`src/rtl/core/encoder_speed_p_control_pwm_top_defines.svh`:
```
// Assertion macros for the encoder speed controller.
// Used by the top level only; the bodies are empty when SYNTHESIS is defined.
`ifndef ENCODER_SPEED_P_CONTROL_PWM_TOP_DEFINES_SVH
`define ENCODER_SPEED_P_CONTROL_PWM_TOP_DEFINES_SVH

`ifndef SYNTHESIS
`define ESPPC_ASSERT_IMP(lbl, clk, rst_n, ante, cons) \
    lbl: assert property (@(posedge clk) disable iff (!rst_n) (ante) |-> (cons)) \
        else $error("implication check failed");
`define ESPPC_ASSERT_NEVER(lbl, clk, rst_n, cond) \
    lbl: assert property (@(posedge clk) disable iff (!rst_n) !(cond)) \
        else $error("forbidden condition seen");
`else
`define ESPPC_ASSERT_IMP(lbl, clk, rst_n, ante, cons)
`define ESPPC_ASSERT_NEVER(lbl, clk, rst_n, cond)
`endif

`endif

```
`src/rtl/core/esppc_pkg.sv`:
```
// Package for the encoder speed controller: widths, reset values, register
// indexes and the structs passed between the front, queue and back. No dependencies.
`timescale 1ns / 1ps

package esppc_pkg;

    localparam int AVG_WINDOWS_DEF   = 5;
    localparam int POSITION_BITS_DEF = 32;

    localparam int SUM_W      = 24;
    localparam int SPEED_W    = 16;
    localparam int DUTY_W     = 8;
    localparam int POS_OUT_W  = 32;
    localparam int TICK_W     = 20;
    localparam int GAIN_W     = 8;
    localparam int SCALE_W    = 16;
    localparam int CFG_IDX_W  = 3;
    localparam int CFG_DATA_W = 20;
    localparam int ERR_W      = SPEED_W + 1;
    localparam int PROD_W     = ERR_W + GAIN_W + 1;
    localparam int SCALED_W   = SPEED_W + SCALE_W;

    localparam int QUEUE_DEPTH = 2;

    localparam int SUM_MAX   = 8388607;
    localparam int SUM_MIN   = -8388608;
    localparam int SPEED_MAX = 32767;
    localparam int SPEED_MIN = -32768;

    localparam logic signed [SPEED_W-1:0] SETPOINT_RST = 16'sd0;
    localparam logic [GAIN_W-1:0]         GAIN_KP_RST  = 8'd80;
    localparam logic [TICK_W-1:0]         WINDOW_RST   = 20'd2000;
    localparam logic [SCALE_W-1:0]        SCALE_RST    = 16'd256;
    localparam logic [DUTY_W-1:0]         PERIOD_RST   = 8'd100;

    typedef enum logic [CFG_IDX_W-1:0] {
        CFG_SETPOINT = 3'd0,
        CFG_GAIN_KP  = 3'd1,
        CFG_WINDOW   = 3'd2,
        CFG_SCALE    = 3'd3,
        CFG_PERIOD   = 3'd4
    } t_cfg_idx;

    typedef struct packed {
        logic signed [SPEED_W-1:0] setpoint;
        logic [GAIN_W-1:0]         gain_kp;
        logic [TICK_W-1:0]         window_ticks;
        logic [SCALE_W-1:0]        duty_scale;
        logic [DUTY_W-1:0]         pwm_period;
    } t_cfg;

    // One classified tick travelling from front to back.
    typedef struct packed {
        logic                    update;
        logic                    enable;
        logic signed [SUM_W-1:0] sum;
        logic [POS_OUT_W-1:0]    position;
    } t_cmd;

    typedef struct packed {
        logic full;
        logic empty;
    } t_q_status;

    typedef enum logic [2:0] {
        BK_IDLE,
        BK_DIV,
        BK_SPEED,
        BK_MUL,
        BK_DRIVE,
        BK_SCALE,
        BK_DUTY,
        BK_EMIT
    } t_bk_state;

endpackage

```
`src/rtl/core/esppc_ifs.sv`:
```
// Channel interfaces: input ticks, result items and configuration writes.
// Depends on esppc_pkg.
`timescale 1ns / 1ps

interface esppc_in_if;
    logic valid;
    logic ready;
    logic enc_a;
    logic enc_b;
    logic enable;
    modport source (output valid, enc_a, enc_b, enable, input ready);
    modport sink   (input valid, enc_a, enc_b, enable, output ready);
endinterface

interface esppc_out_if;
    import esppc_pkg::*;
    logic                      valid;
    logic                      ready;
    logic                      pwm_out;
    logic                      direction;
    logic [DUTY_W-1:0]         duty_now;
    logic signed [SPEED_W-1:0] measured_speed;
    logic signed [POS_OUT_W-1:0] position;
    logic                      speed_valid;
    modport source (output valid, pwm_out, direction, duty_now, measured_speed,
                    position, speed_valid, input ready);
    modport sink   (input valid, pwm_out, direction, duty_now, measured_speed,
                    position, speed_valid, output ready);
endinterface

interface esppc_cfg_if;
    import esppc_pkg::*;
    logic                  valid;
    logic                  ready;
    logic [CFG_IDX_W-1:0]  reg_index;
    logic [CFG_DATA_W-1:0] wdata;
    modport source (output valid, reg_index, wdata, input ready);
    modport sink   (input valid, reg_index, wdata, output ready);
endinterface

```
`src/rtl/core/esppc_front.sv`:
```
// Front end: takes ticks, tracks position, window timing and the window sum,
// and pushes one classified request per tick. Depends on esppc_pkg, esppc_ifs.
`timescale 1ns / 1ps

module esppc_front #(
    parameter int AVG_WINDOWS   = esppc_pkg::AVG_WINDOWS_DEF,
    parameter int POSITION_BITS = esppc_pkg::POSITION_BITS_DEF
) (
    input  logic                  i_clk,
    input  logic                  i_rst_n,
    esppc_in_if.sink              i_in,
    input  esppc_pkg::t_cfg       i_cfg,
    input  esppc_pkg::t_q_status  i_q,
    output logic                  o_push,
    output esppc_pkg::t_cmd       o_cmd
);
    import esppc_pkg::*;

    localparam int WIN_W     = $clog2(AVG_WINDOWS + 1);
    localparam int EXT_W     = (POSITION_BITS > SUM_W ? POSITION_BITS : SUM_W) + 1;
    localparam int POS_EXT_W = POSITION_BITS > POS_OUT_W ? POSITION_BITS : POS_OUT_W;

    logic                        r_prev_a;
    logic [POSITION_BITS-1:0]    r_count;
    logic [POSITION_BITS-1:0]    r_wdelta;   // count change since window start
    logic [TICK_W-1:0]           r_tick;
    logic [WIN_W-1:0]            r_win;
    logic signed [SUM_W-1:0]     r_sum;

    logic                        accept;
    logic                        rise_a;
    logic [POSITION_BITS-1:0]    n_count;
    logic [POSITION_BITS-1:0]    n_wdelta;
    logic signed [POSITION_BITS-1:0] s_delta;
    logic [TICK_W-1:0]           wt;
    logic                        win_end;
    logic signed [EXT_W:0]       sum_ext;
    logic signed [SUM_W-1:0]     sat_sum;
    logic [WIN_W:0]              win_next;
    logic                        win_last;

    assign i_in.ready = !i_q.full;
    assign accept     = i_in.valid && i_in.ready;
    assign rise_a     = i_in.enc_a && !r_prev_a;

    always_comb begin
        n_count  = r_count;
        n_wdelta = r_wdelta;
        if (rise_a) begin
            if (i_in.enc_b) begin
                n_count  = r_count + POSITION_BITS'(1);
                n_wdelta = r_wdelta + POSITION_BITS'(1);
            end else begin
                n_count  = r_count - POSITION_BITS'(1);
                n_wdelta = r_wdelta - POSITION_BITS'(1);
            end
        end
    end

    // a window length of zero behaves as one
    assign wt      = (i_cfg.window_ticks == '0) ? TICK_W'(1) : i_cfg.window_ticks;
    assign win_end = ({1'b0, r_tick} + (TICK_W + 1)'(1)) >= {1'b0, wt};

    assign s_delta = n_wdelta;
    assign sum_ext = (EXT_W + 1)'(s_delta) + (EXT_W + 1)'(r_sum);

    always_comb begin
        if (sum_ext > SUM_MAX) begin
            sat_sum = SUM_W'(SUM_MAX);
        end else if (sum_ext < SUM_MIN) begin
            sat_sum = SUM_W'(SUM_MIN);
        end else begin
            sat_sum = SUM_W'(sum_ext);
        end
    end

    assign win_next = {1'b0, r_win} + (WIN_W + 1)'(1);
    assign win_last = win_next >= (WIN_W + 1)'(AVG_WINDOWS);

    always_ff @(posedge i_clk) begin
        if (!i_rst_n) begin
            r_prev_a <= 1'b0;
            r_count  <= '0;
            r_wdelta <= '0;
            r_tick   <= '0;
            r_win    <= '0;
            r_sum    <= '0;
        end else if (accept) begin
            r_prev_a <= i_in.enc_a;
            r_count  <= n_count;
            if (win_end) begin
                r_tick   <= '0;
                r_wdelta <= '0;
                if (win_last) begin
                    r_sum <= '0;
                    r_win <= '0;
                end else begin
                    r_sum <= sat_sum;
                    r_win <= WIN_W'(win_next);
                end
            end else begin
                r_tick   <= r_tick + TICK_W'(1);
                r_wdelta <= n_wdelta;
            end
        end
    end

    assign o_push          = accept;
    assign o_cmd.update    = win_end && win_last;
    assign o_cmd.enable    = i_in.enable;
    assign o_cmd.sum       = sat_sum;
    assign o_cmd.position  = POS_OUT_W'(POS_EXT_W'(n_count));

endmodule

```
`src/rtl/core/esppc_queue.sv`:
```
// Short request queue between front and back ends.
// Depends on esppc_pkg.
`timescale 1ns / 1ps

module esppc_queue (
    input  logic                  i_clk,
    input  logic                  i_rst_n,
    input  logic                  i_push,
    input  esppc_pkg::t_cmd       i_cmd,
    input  logic                  i_pop,
    output esppc_pkg::t_cmd       o_cmd,
    output esppc_pkg::t_q_status  o_status
);
    import esppc_pkg::*;

    localparam int PTR_W = (QUEUE_DEPTH > 1) ? $clog2(QUEUE_DEPTH) : 1;
    localparam int CNT_W = $clog2(QUEUE_DEPTH + 1);

    t_cmd             r_slot [QUEUE_DEPTH];
    logic [PTR_W-1:0] r_wr_ptr;
    logic [PTR_W-1:0] r_rd_ptr;
    logic [CNT_W-1:0] r_cnt;

    logic do_push;
    logic do_pop;

    assign o_status.full  = r_cnt == CNT_W'(QUEUE_DEPTH);
    assign o_status.empty = r_cnt == '0;
    assign do_push        = i_push && !o_status.full;
    assign do_pop         = i_pop && !o_status.empty;
    assign o_cmd          = r_slot[r_rd_ptr];

    always_ff @(posedge i_clk) begin
        if (do_push) begin
            r_slot[r_wr_ptr] <= i_cmd;
        end
    end

    always_ff @(posedge i_clk) begin
        if (!i_rst_n) begin
            r_wr_ptr <= '0;
            r_rd_ptr <= '0;
            r_cnt    <= '0;
        end else begin
            if (do_push) begin
                r_wr_ptr <= (r_wr_ptr == PTR_W'(QUEUE_DEPTH - 1)) ? '0
                                                                  : r_wr_ptr + PTR_W'(1);
            end
            if (do_pop) begin
                r_rd_ptr <= (r_rd_ptr == PTR_W'(QUEUE_DEPTH - 1)) ? '0
                                                                  : r_rd_ptr + PTR_W'(1);
            end
            if (do_push && !do_pop) begin
                r_cnt <= r_cnt + CNT_W'(1);
            end else if (do_pop && !do_push) begin
                r_cnt <= r_cnt - CNT_W'(1);
            end
        end
    end

endmodule

```
`src/rtl/core/esppc_back.sv`:
```
// Back end: speed average (reciprocal multiply), P control, duty scaling,
// PWM phase and the result register. Depends on esppc_pkg, esppc_ifs.
`timescale 1ns / 1ps

module esppc_back #(
    parameter int AVG_WINDOWS = esppc_pkg::AVG_WINDOWS_DEF
) (
    input  logic                  i_clk,
    input  logic                  i_rst_n,
    input  esppc_pkg::t_cfg       i_cfg,
    input  esppc_pkg::t_cmd       i_cmd,
    input  esppc_pkg::t_q_status  i_q,
    output logic                  o_pop,
    esppc_out_if.source           o_res
);
    import esppc_pkg::*;

    // |sum| / AVG_WINDOWS as (|sum| * ceil(2^S / AVG_WINDOWS)) >> S; with S three bits
    // above the sum width this is exact for every magnitude up to 2^SUM_W - 1
    localparam int     DIV_SHIFT  = SUM_W + 3;
    localparam int     DIV_MUL_W  = DIV_SHIFT + 1;
    localparam int     DIV_PROD_W = SUM_W + DIV_MUL_W;
    localparam longint DIV_MUL_L  = ((longint'(1) << DIV_SHIFT) + longint'(AVG_WINDOWS) - 1)
                                    / longint'(AVG_WINDOWS);
    localparam logic [DIV_MUL_W-1:0] DIV_MUL = DIV_MUL_W'(DIV_MUL_L);

    t_bk_state                 r_state, n_state;
    t_cmd                      r_cmd;
    logic [SUM_W-1:0]          r_quo;
    logic                      r_neg;
    logic signed [SPEED_W-1:0] r_speed;
    logic signed [PROD_W-1:0]  r_prod;
    logic [SPEED_W-1:0]        r_mag;
    logic                      r_dir;
    logic [SCALED_W-1:0]       r_scaled;
    logic [DUTY_W-1:0]         r_duty;
    logic [DUTY_W-1:0]         r_phase;

    logic                      r_out_valid;
    logic                      r_o_pwm;
    logic                      r_o_dir;
    logic [DUTY_W-1:0]         r_o_duty;
    logic signed [SPEED_W-1:0] r_o_speed;
    logic [POS_OUT_W-1:0]      r_o_pos;
    logic                      r_o_sv;

    logic                      out_free;
    logic                      load;
    logic                      div_start;
    t_cmd                      emit_cmd;

    logic [DIV_PROD_W-1:0]     div_prod;
    logic signed [SPEED_W-1:0] speed_sat;
    logic signed [ERR_W-1:0]   err;
    logic signed [PROD_W:0]    drv_ext;
    logic signed [SPEED_W-1:0] drive;
    logic [DUTY_W:0]           phase_nxt;
    logic [SCALED_W-9:0]       duty_raw;

    assign out_free = !r_out_valid || o_res.ready;

    always_comb begin
        n_state   = r_state;
        o_pop     = 1'b0;
        load      = 1'b0;
        div_start = 1'b0;
        emit_cmd  = r_cmd;
        unique case (r_state)
            BK_IDLE: begin
                if (!i_q.empty) begin
                    if (i_cmd.update) begin
                        o_pop     = 1'b1;
                        div_start = 1'b1;
                        n_state   = BK_DIV;
                    end else if (out_free) begin
                        // plain tick: result goes straight out
                        o_pop    = 1'b1;
                        load     = 1'b1;
                        emit_cmd = i_cmd;
                    end
                end
            end
            BK_DIV:   n_state = BK_SPEED;
            BK_SPEED: n_state = BK_MUL;
            BK_MUL:   n_state = BK_DRIVE;
            BK_DRIVE: n_state = BK_SCALE;
            BK_SCALE: n_state = BK_DUTY;
            BK_DUTY:  n_state = BK_EMIT;
            BK_EMIT: begin
                if (out_free) begin
                    load    = 1'b1;
                    n_state = BK_IDLE;
                end
            end
            default: n_state = BK_IDLE;
        endcase
    end

    always_ff @(posedge i_clk) begin
        if (!i_rst_n) begin
            r_state <= BK_IDLE;
        end else begin
            r_state <= n_state;
        end
    end

    assign div_prod = DIV_PROD_W'(r_quo) * DIV_PROD_W'(DIV_MUL);

    always_comb begin
        if (!r_neg) begin
            speed_sat = (r_quo > SUM_W'(SPEED_MAX)) ? SPEED_W'(SPEED_MAX)
                                                   : SPEED_W'(r_quo);
        end else begin
            speed_sat = (r_quo > SUM_W'(-SPEED_MIN)) ? SPEED_W'(SPEED_MIN)
                                                    : -SPEED_W'(r_quo);
        end
    end

    assign err     = ERR_W'(i_cfg.setpoint) - ERR_W'(r_speed);
    assign drv_ext = (PROD_W + 1)'(i_cfg.setpoint) + (PROD_W + 1)'(r_prod >>> 4);

    always_comb begin
        if (!r_cmd.enable) begin
            drive = '0;
        end else if (drv_ext > SPEED_MAX) begin
            drive = SPEED_W'(SPEED_MAX);
        end else if (drv_ext < SPEED_MIN) begin
            drive = SPEED_W'(SPEED_MIN);
        end else begin
            drive = SPEED_W'(drv_ext);
        end
    end

    assign duty_raw  = r_scaled[SCALED_W-1:8];
    assign phase_nxt = {1'b0, r_phase} + (DUTY_W + 1)'(1);

    always_ff @(posedge i_clk) begin
        if (!i_rst_n) begin
            r_speed <= '0;
            r_duty  <= '0;
            r_dir   <= 1'b0;
            r_phase <= '0;
        end else begin
            unique case (r_state)
                BK_SPEED: r_speed <= speed_sat;
                BK_DRIVE: r_dir   <= (drive > 0);
                BK_DUTY: begin
                    r_duty <= (duty_raw > (SCALED_W - 8)'(i_cfg.pwm_period))
                              ? i_cfg.pwm_period : DUTY_W'(duty_raw);
                end
                default: ;
            endcase
            if (load) begin
                r_phase <= (phase_nxt >= {1'b0, i_cfg.pwm_period}) ? '0
                                                                   : DUTY_W'(phase_nxt);
            end
        end
    end

    always_ff @(posedge i_clk) begin
        if (div_start) begin
            r_cmd <= i_cmd;
            r_neg <= i_cmd.sum[SUM_W-1];
            r_quo <= i_cmd.sum[SUM_W-1] ? SUM_W'(-i_cmd.sum) : SUM_W'(i_cmd.sum);
        end else if (r_state == BK_DIV) begin
            r_quo <= div_prod[DIV_SHIFT +: SUM_W];
        end
        if (r_state == BK_MUL) begin
            r_prod <= PROD_W'(err) * PROD_W'($signed({1'b0, i_cfg.gain_kp}));
        end
        if (r_state == BK_DRIVE) begin
            r_mag <= drive[SPEED_W-1] ? SPEED_W'(-drive) : SPEED_W'(drive);
        end
        if (r_state == BK_SCALE) begin
            r_scaled <= SCALED_W'(r_mag) * SCALED_W'(i_cfg.duty_scale);
        end
    end

    // result register
    always_ff @(posedge i_clk) begin
        if (!i_rst_n) begin
            r_out_valid <= 1'b0;
        end else if (load) begin
            r_out_valid <= 1'b1;
        end else if (o_res.ready) begin
            r_out_valid <= 1'b0;
        end
    end

    always_ff @(posedge i_clk) begin
        if (load) begin
            r_o_pwm   <= r_phase < r_duty;
            r_o_dir   <= r_dir;
            r_o_duty  <= r_duty;
            r_o_speed <= r_speed;
            r_o_pos   <= emit_cmd.position;
            r_o_sv    <= emit_cmd.update;
        end
    end

    assign o_res.valid          = r_out_valid;
    assign o_res.pwm_out        = r_o_pwm;
    assign o_res.direction      = r_o_dir;
    assign o_res.duty_now       = r_o_duty;
    assign o_res.measured_speed = r_o_speed;
    assign o_res.position       = r_o_pos;
    assign o_res.speed_valid    = r_o_sv;

endmodule

```
`src/rtl/core/encoder_speed_p_control_pwm_top.sv`:
```
// Quadrature encoder speed controller with P control and PWM output.
// A plain tick passes through the queue and the result register; ticks are taken one per
// cycle between updates while the queue has room. A tick closing the averaging run takes
// the back end through divide, speed, gain, drive, scale, duty and emit before loading.
// The front keeps taking ticks into a 2-entry queue while the back works, until it is full.
// Reset (synchronous, active low) clears the control state and loads register defaults.
`timescale 1ns / 1ps
`include "encoder_speed_p_control_pwm_top_defines.svh"

module encoder_speed_p_control_pwm_top #(
    parameter int AVG_WINDOWS   = esppc_pkg::AVG_WINDOWS_DEF,
    parameter int POSITION_BITS = esppc_pkg::POSITION_BITS_DEF
) (
    input  logic         i_clk,
    input  logic         i_rst_n,
    esppc_in_if.sink     i_in,
    esppc_out_if.source  o_res,
    esppc_cfg_if.sink    i_cfg
);
    import esppc_pkg::*;

    t_cfg      r_cfg;
    t_cmd      push_cmd;
    t_cmd      head_cmd;
    t_q_status q_stat;
    logic      push;
    logic      pop;
    logic      res_fresh;
    logic      res_high;

    assign i_cfg.ready = 1'b1;

    always_ff @(posedge i_clk) begin
        if (!i_rst_n) begin
            r_cfg.setpoint     <= SETPOINT_RST;
            r_cfg.gain_kp      <= GAIN_KP_RST;
            r_cfg.window_ticks <= WINDOW_RST;
            r_cfg.duty_scale   <= SCALE_RST;
            r_cfg.pwm_period   <= PERIOD_RST;
        end else if (i_cfg.valid) begin
            unique case (i_cfg.reg_index)
                CFG_SETPOINT: r_cfg.setpoint     <= i_cfg.wdata[SPEED_W-1:0];
                CFG_GAIN_KP:  r_cfg.gain_kp      <= i_cfg.wdata[GAIN_W-1:0];
                CFG_WINDOW:   r_cfg.window_ticks <= i_cfg.wdata[TICK_W-1:0];
                CFG_SCALE:    r_cfg.duty_scale   <= i_cfg.wdata[SCALE_W-1:0];
                CFG_PERIOD:   r_cfg.pwm_period   <= i_cfg.wdata[DUTY_W-1:0];
                default: ;
            endcase
        end
    end

    esppc_front #(
        .AVG_WINDOWS   (AVG_WINDOWS),
        .POSITION_BITS (POSITION_BITS)
    ) u_front (
        .i_clk   (i_clk),
        .i_rst_n (i_rst_n),
        .i_in    (i_in),
        .i_cfg   (r_cfg),
        .i_q     (q_stat),
        .o_push  (push),
        .o_cmd   (push_cmd)
    );

    esppc_queue u_queue (
        .i_clk    (i_clk),
        .i_rst_n  (i_rst_n),
        .i_push   (push),
        .i_cmd    (push_cmd),
        .i_pop    (pop),
        .o_cmd    (head_cmd),
        .o_status (q_stat)
    );

    esppc_back #(
        .AVG_WINDOWS (AVG_WINDOWS)
    ) u_back (
        .i_clk   (i_clk),
        .i_rst_n (i_rst_n),
        .i_cfg   (r_cfg),
        .i_cmd   (head_cmd),
        .i_q     (q_stat),
        .o_pop   (pop),
        .o_res   (o_res)
    );

    assign res_fresh = o_res.valid && o_res.speed_valid;
    assign res_high  = o_res.valid && o_res.pwm_out;

    // a fresh duty never exceeds the period in force
    `ESPPC_ASSERT_IMP(a_duty_cap, i_clk, i_rst_n, res_fresh, o_res.duty_now <= r_cfg.pwm_period)
    // PWM high needs a nonzero duty
    `ESPPC_ASSERT_IMP(a_pwm_duty, i_clk, i_rst_n, res_high, o_res.duty_now != '0)
    `ESPPC_ASSERT_NEVER(a_q_state, i_clk, i_rst_n, q_stat.full && q_stat.empty)

endmodule

```
`src/flat_wrapper.sv`:
```
// flat-port wrapper written by rule: the top's interface ports become plain ports
module encoder_speed_p_control_pwm_top_flat import esppc_pkg::*;
#(
    parameter int AVG_WINDOWS   = esppc_pkg::AVG_WINDOWS_DEF,
    parameter int POSITION_BITS = esppc_pkg::POSITION_BITS_DEF
)
  (i_clk, i_rst_n, i_in_valid, i_in_enc_a, i_in_enc_b, i_in_enable, i_in_ready, o_res_valid, o_res_pwm_out, o_res_direction, o_res_duty_now, o_res_measured_speed, o_res_position, o_res_speed_valid, o_res_ready, i_cfg_valid, i_cfg_reg_index, i_cfg_wdata, i_cfg_ready);
  esppc_in_if i_in_i ();
  esppc_out_if o_res_i ();
  esppc_cfg_if i_cfg_i ();
  input  logic i_clk;
  input  logic i_rst_n;
  input wire logic [$bits(i_in_i.valid)-1:0] i_in_valid;
  input wire logic [$bits(i_in_i.enc_a)-1:0] i_in_enc_a;
  input wire logic [$bits(i_in_i.enc_b)-1:0] i_in_enc_b;
  input wire logic [$bits(i_in_i.enable)-1:0] i_in_enable;
  output wire logic [$bits(i_in_i.ready)-1:0] i_in_ready;
  output wire logic [$bits(o_res_i.valid)-1:0] o_res_valid;
  output wire logic [$bits(o_res_i.pwm_out)-1:0] o_res_pwm_out;
  output wire logic [$bits(o_res_i.direction)-1:0] o_res_direction;
  output wire logic [$bits(o_res_i.duty_now)-1:0] o_res_duty_now;
  output wire logic [$bits(o_res_i.measured_speed)-1:0] o_res_measured_speed;
  output wire logic [$bits(o_res_i.position)-1:0] o_res_position;
  output wire logic [$bits(o_res_i.speed_valid)-1:0] o_res_speed_valid;
  input wire logic [$bits(o_res_i.ready)-1:0] o_res_ready;
  input wire logic [$bits(i_cfg_i.valid)-1:0] i_cfg_valid;
  input wire logic [$bits(i_cfg_i.reg_index)-1:0] i_cfg_reg_index;
  input wire logic [$bits(i_cfg_i.wdata)-1:0] i_cfg_wdata;
  output wire logic [$bits(i_cfg_i.ready)-1:0] i_cfg_ready;
  assign i_in_i.valid = i_in_valid;
  assign i_in_i.enc_a = i_in_enc_a;
  assign i_in_i.enc_b = i_in_enc_b;
  assign i_in_i.enable = i_in_enable;
  assign i_in_ready = i_in_i.ready;
  assign o_res_valid = o_res_i.valid;
  assign o_res_pwm_out = o_res_i.pwm_out;
  assign o_res_direction = o_res_i.direction;
  assign o_res_duty_now = o_res_i.duty_now;
  assign o_res_measured_speed = o_res_i.measured_speed;
  assign o_res_position = o_res_i.position;
  assign o_res_speed_valid = o_res_i.speed_valid;
  assign o_res_i.ready = o_res_ready;
  assign i_cfg_i.valid = i_cfg_valid;
  assign i_cfg_i.reg_index = i_cfg_reg_index;
  assign i_cfg_i.wdata = i_cfg_wdata;
  assign i_cfg_ready = i_cfg_i.ready;
  encoder_speed_p_control_pwm_top #(.AVG_WINDOWS(AVG_WINDOWS), .POSITION_BITS(POSITION_BITS)) u_core (.i_clk(i_clk), .i_rst_n(i_rst_n), .i_in(i_in_i), .o_res(o_res_i), .i_cfg(i_cfg_i));
endmodule
```
`config.mk`:
```
export PLATFORM = sky130hd
export DESIGN_NAME = encoder_speed_p_control_pwm_top_flat
export DESIGN_NICKNAME = d
export VERILOG_FILES = /design/src/rtl/core/esppc_pkg.sv /design/src/rtl/core/esppc_ifs.sv /design/src/rtl/core/esppc_front.sv /design/src/rtl/core/esppc_queue.sv /design/src/rtl/core/esppc_back.sv /design/src/rtl/core/encoder_speed_p_control_pwm_top.sv /design/src/flat_wrapper.sv
export VERILOG_INCLUDE_DIRS = /design/src /design/src/rtl/core
export SDC_FILE = /design/constraint.sdc
export NUM_CORES = 2
export LEC_CHECK = 0
export BUFFER_PORTS_ARGS = -buffer_cell sky130_fd_sc_hd__buf_2
export CORE_UTILIZATION = 39
export DETAILED_ROUTE_END_ITERATION = 8
export GPL_TIMING_DRIVEN = 1
export PLACE_DENSITY_LB_ADDON = 0.12
export SLEW_MARGIN = 20
export SYNTH_ARGS = -nofsm -noshare
export SYNTH_HDL_FRONTEND = slang
export SYNTH_SLANG_ARGS = --single-unit
export TNS_END_PERCENT = 10
```
`constraint.sdc`:
```
create_clock -name i_clk -period 10.3 [get_ports i_clk]
set_input_delay 2.06 -clock i_clk [delete_from_list [all_inputs] [get_ports i_clk]]
set_output_delay 2.06 -clock i_clk [all_outputs]
set_load 0.02 [all_outputs]
```
==> reports/metrics.csv <==
metric,value,unit
die height,364.4,microns
max_slew headroom,27.15,%
Final period util,81.79,%
Worst-Skew Late Latency,0.69,ns
setup ws final,1.876,ns
worst hold stages,0,
placed cell count,7105,
endpoints failing setup,0,
Slowest cell on crit path,o41ai_1,
Gate Count Post-Synth,5400,
total CTS buffers,61,
placeable core area,130000,sq um
cell with the most instances after synthesis,inv_1,
largest net degree at the start of global routing,90,
final-report hold violation count,0,
DRC,0,
post-synthesis cell type count,88,
Worst path max stage delay,0.71,ns
Syn Nets,6571,
CP required,10.73,ns
# port buffers,91,
Crit path arrival time,8.85,ns
clock skew,0.07731,ns
TritonCTS clock tree,done,
Area contributors post-synth,"fa_1, edfxtp_1, ha_1",
CTS Sinks,518,
CP endpoint kind,flop,
worst-path maximum fanout,10,
cells on worst reg2reg path,31,
Synth async-reset ratio,0,%
Die X,364.4,microns
drt total wl,131800,microns
H-tree levels,2,
Routed Antenna Nets,0,
setup tns final,0,ns
fin nets,6597,
Synth warnings,0,
Worst setup SP type,flop,
CTS Buffer Depth,3,
grt ovf,0,
Via density,5.124,
synth cell count leaders,"inv_1, nand2_1, ha_1, fa_1, edfxtp_1",
share of cells above drive strength 1,6.534,%
detailed-route via count,37000,
final core occ,42.87,%
clock-pin slew on the worst setup and hold paths,0.06,ns
"Seq/Total Area, Yosys",26.03,%
outcome,"finished, final reports clean",
Initial Util,39.41,%
max cap viols,0,
"Setup Fix Bufs, Post-CTS",0,
Ant. Diodes,0,
Syn-to-layout area delta,8.778,%
CP Class,reg -> reg,
fin crit period,8.424,ns
RSZ-0062 raised after global routing,false,
#FFs+latches synth,518,
overall global routing resource usage,20.22,%
Worst Hold Class,reg -> reg,
Initial DRC Count,2204,
initial antenna violation count,2,
Post-Layout Cell Count,7221,
Row Count,132,
dominant synthesized flop cell,edfxtp_1,
CTS resizes,0,
Mean Syn Cell Area,9.487,sq um
Post-Place Worst Slack,1.422,ns
"EDFF count, synth",296,
maximum clock frequency,118.7,MHz
die area,132800,sq um
gp weighted congestion,0.8770,
Slew @ Worst Pin,1.090,ns
vias in the first global route,37770,
share of the synthesized area in the top cell type,20.59,%
cts-stage hold buffer count,0,
# IOs,93,
Max Slew Vio Count,0,
Synth area leader,fa_1,
first-pass GRT wire length,212100,microns
Post-Syn Area,51230,sq um
clk root buf,clkbuf_16,
WL/cell,18.25,microns
hpwl dp,102900,microns
Pre-Repair DR Iteration Count,5,
cells by family (layout without fill, tap and decap cells):
kind of cell | after synthesis | in the layout | share of synthesized area [%]
AO/OA/AOI/OAI | 943 | 943 | 11.77
adder cells (fa/ha/maj) | 1140 | 1140 | 35.56
multiplexers | 105 | 105 | 2.213
AND/OR/NAND/NOR | 1430 | 1430 | 12.86
XOR/XNOR | 231 | 231 | 3.949
buffers and inverters | 1032 | 1111 | 7.610
other | 1 | 1 | 0.007320
flip-flops | 518 | 518 | 26.03
stage by stage:
| stage | instance area, sq um | hold WS (ns) |
|---|---|---|
| 2_1_floorplan | 51230 | 0.4081 |
| 3_3_place_gp | 53580 | 0.4158 |
| 3_5_place_dp | 53580 | 0.4174 |
| 4_1_cts | 55720 | 0.4303 |
| 5_1_grt | 55730 | 0.4414 |
| 6_report | 55730 | 0.4311 |
area by class of cell:
type	instances	area, sq um
Multi-Input combinational cell	3850	34050
Timing Repair Buffer	136	793.3
Sequential cell	518	13340
Inverter	859	3231
Clock inverter	34	347.8
Clock buffer	82	1792
Fill cell	12840	74250
Tap cell	1742	2180
layer usage:
metal  GRT usage, %  up-vias  part of all wire (%)  routed length (microns)
met2          32.00      666                    44                    58590
met1          29.90    18210                    50                    66070
li1               -    18010                     -                        -
met5              0        -                     0                        0
met3          2.093      112                   3.9                     5154
met4          3.806        0                   1.5                     1997
placed cells by master (no fill, tap or decap), types with 12 or more instances in the layout:
cell,n
nor3_1,56
nor2b_1,44
clkbuf_16,66
a31oi_1,12
nor4_1,19
buf_2,91
nand3_1,64
a21oi_1,285
dfxtp_1,221
and3_1,46
a221oi_1,18
o211ai_1,28
o21a_1,44
edfxtp_1,296
or3_1,18
inv_1,853
mux2i_1,39
buf_4,45
nand4_1,19
a2bb2oi_1,18
xnor2_1,138
nand3b_1,14
o21bai_1,16
fa_1,527
nand2b_1,33
a211oi_1,39
nor2_1,248
o221ai_1,12
mux2_2,66
ha_1,613
o31ai_1,20
a21o_1,80
xor2_1,93
nand2_1,657
o21ai_0,242
and2_1,168
clkinv_2,15
a22oi_1,12
final timing paths:
path / from / to / slack [ns]
setup reg to reg: u_core.r_cfg[52] / u_core.u_back.r_prod[25] / 1.88
hold / removal: u_core.u_back.r_dir / u_core.u_back.o_res.direction / 0.43
setup / recovery: u_core.r_cfg[52] / u_core.u_back.r_prod[25] / 1.88
hold reg to reg: u_core.u_back.r_dir / u_core.u_back.o_res.direction / 0.43
state kept, by name (all words and copies together), names as in the netlist, 2 cells and up, named ones only:
signal,count
u_core.r_cfg,68
u_core.u_back.o_res.duty_now,8
u_core.u_back.o_res.measured_speed,16
u_core.u_back.o_res.position,32
u_core.u_back.r_cmd,35
u_core.u_back.r_duty,8
u_core.u_back.r_mag,16
u_core.u_back.r_phase,8
u_core.u_back.r_prod,22
u_core.u_back.r_quo,24
u_core.u_back.r_scaled,24
u_core.u_back.r_speed,16
u_core.u_back.r_state,3
u_core.u_front.r_count,32
u_core.u_front.r_sum,24
u_core.u_front.r_tick,20
u_core.u_front.r_wdelta,32
u_core.u_front.r_win,3
u_core.u_queue.r_cnt,2
u_core.u_queue.r_slot,116
worst max-delay path, delay by kind of cell, from the launching register on:
family	cells	cell delay, ns
xor gates and xnor gates	1	0.12
buffers and inverters	5	0.36
adders and majority gates	7	3.05
DFF	1	0.33
and+or+nand+nor	3	0.72
AOI/OAI and AO/OA	15	3.58
Power is left out: the tool's default activity adds up to more than one toggle a clock period on the data nets, which glitch-free logic cannot reach.
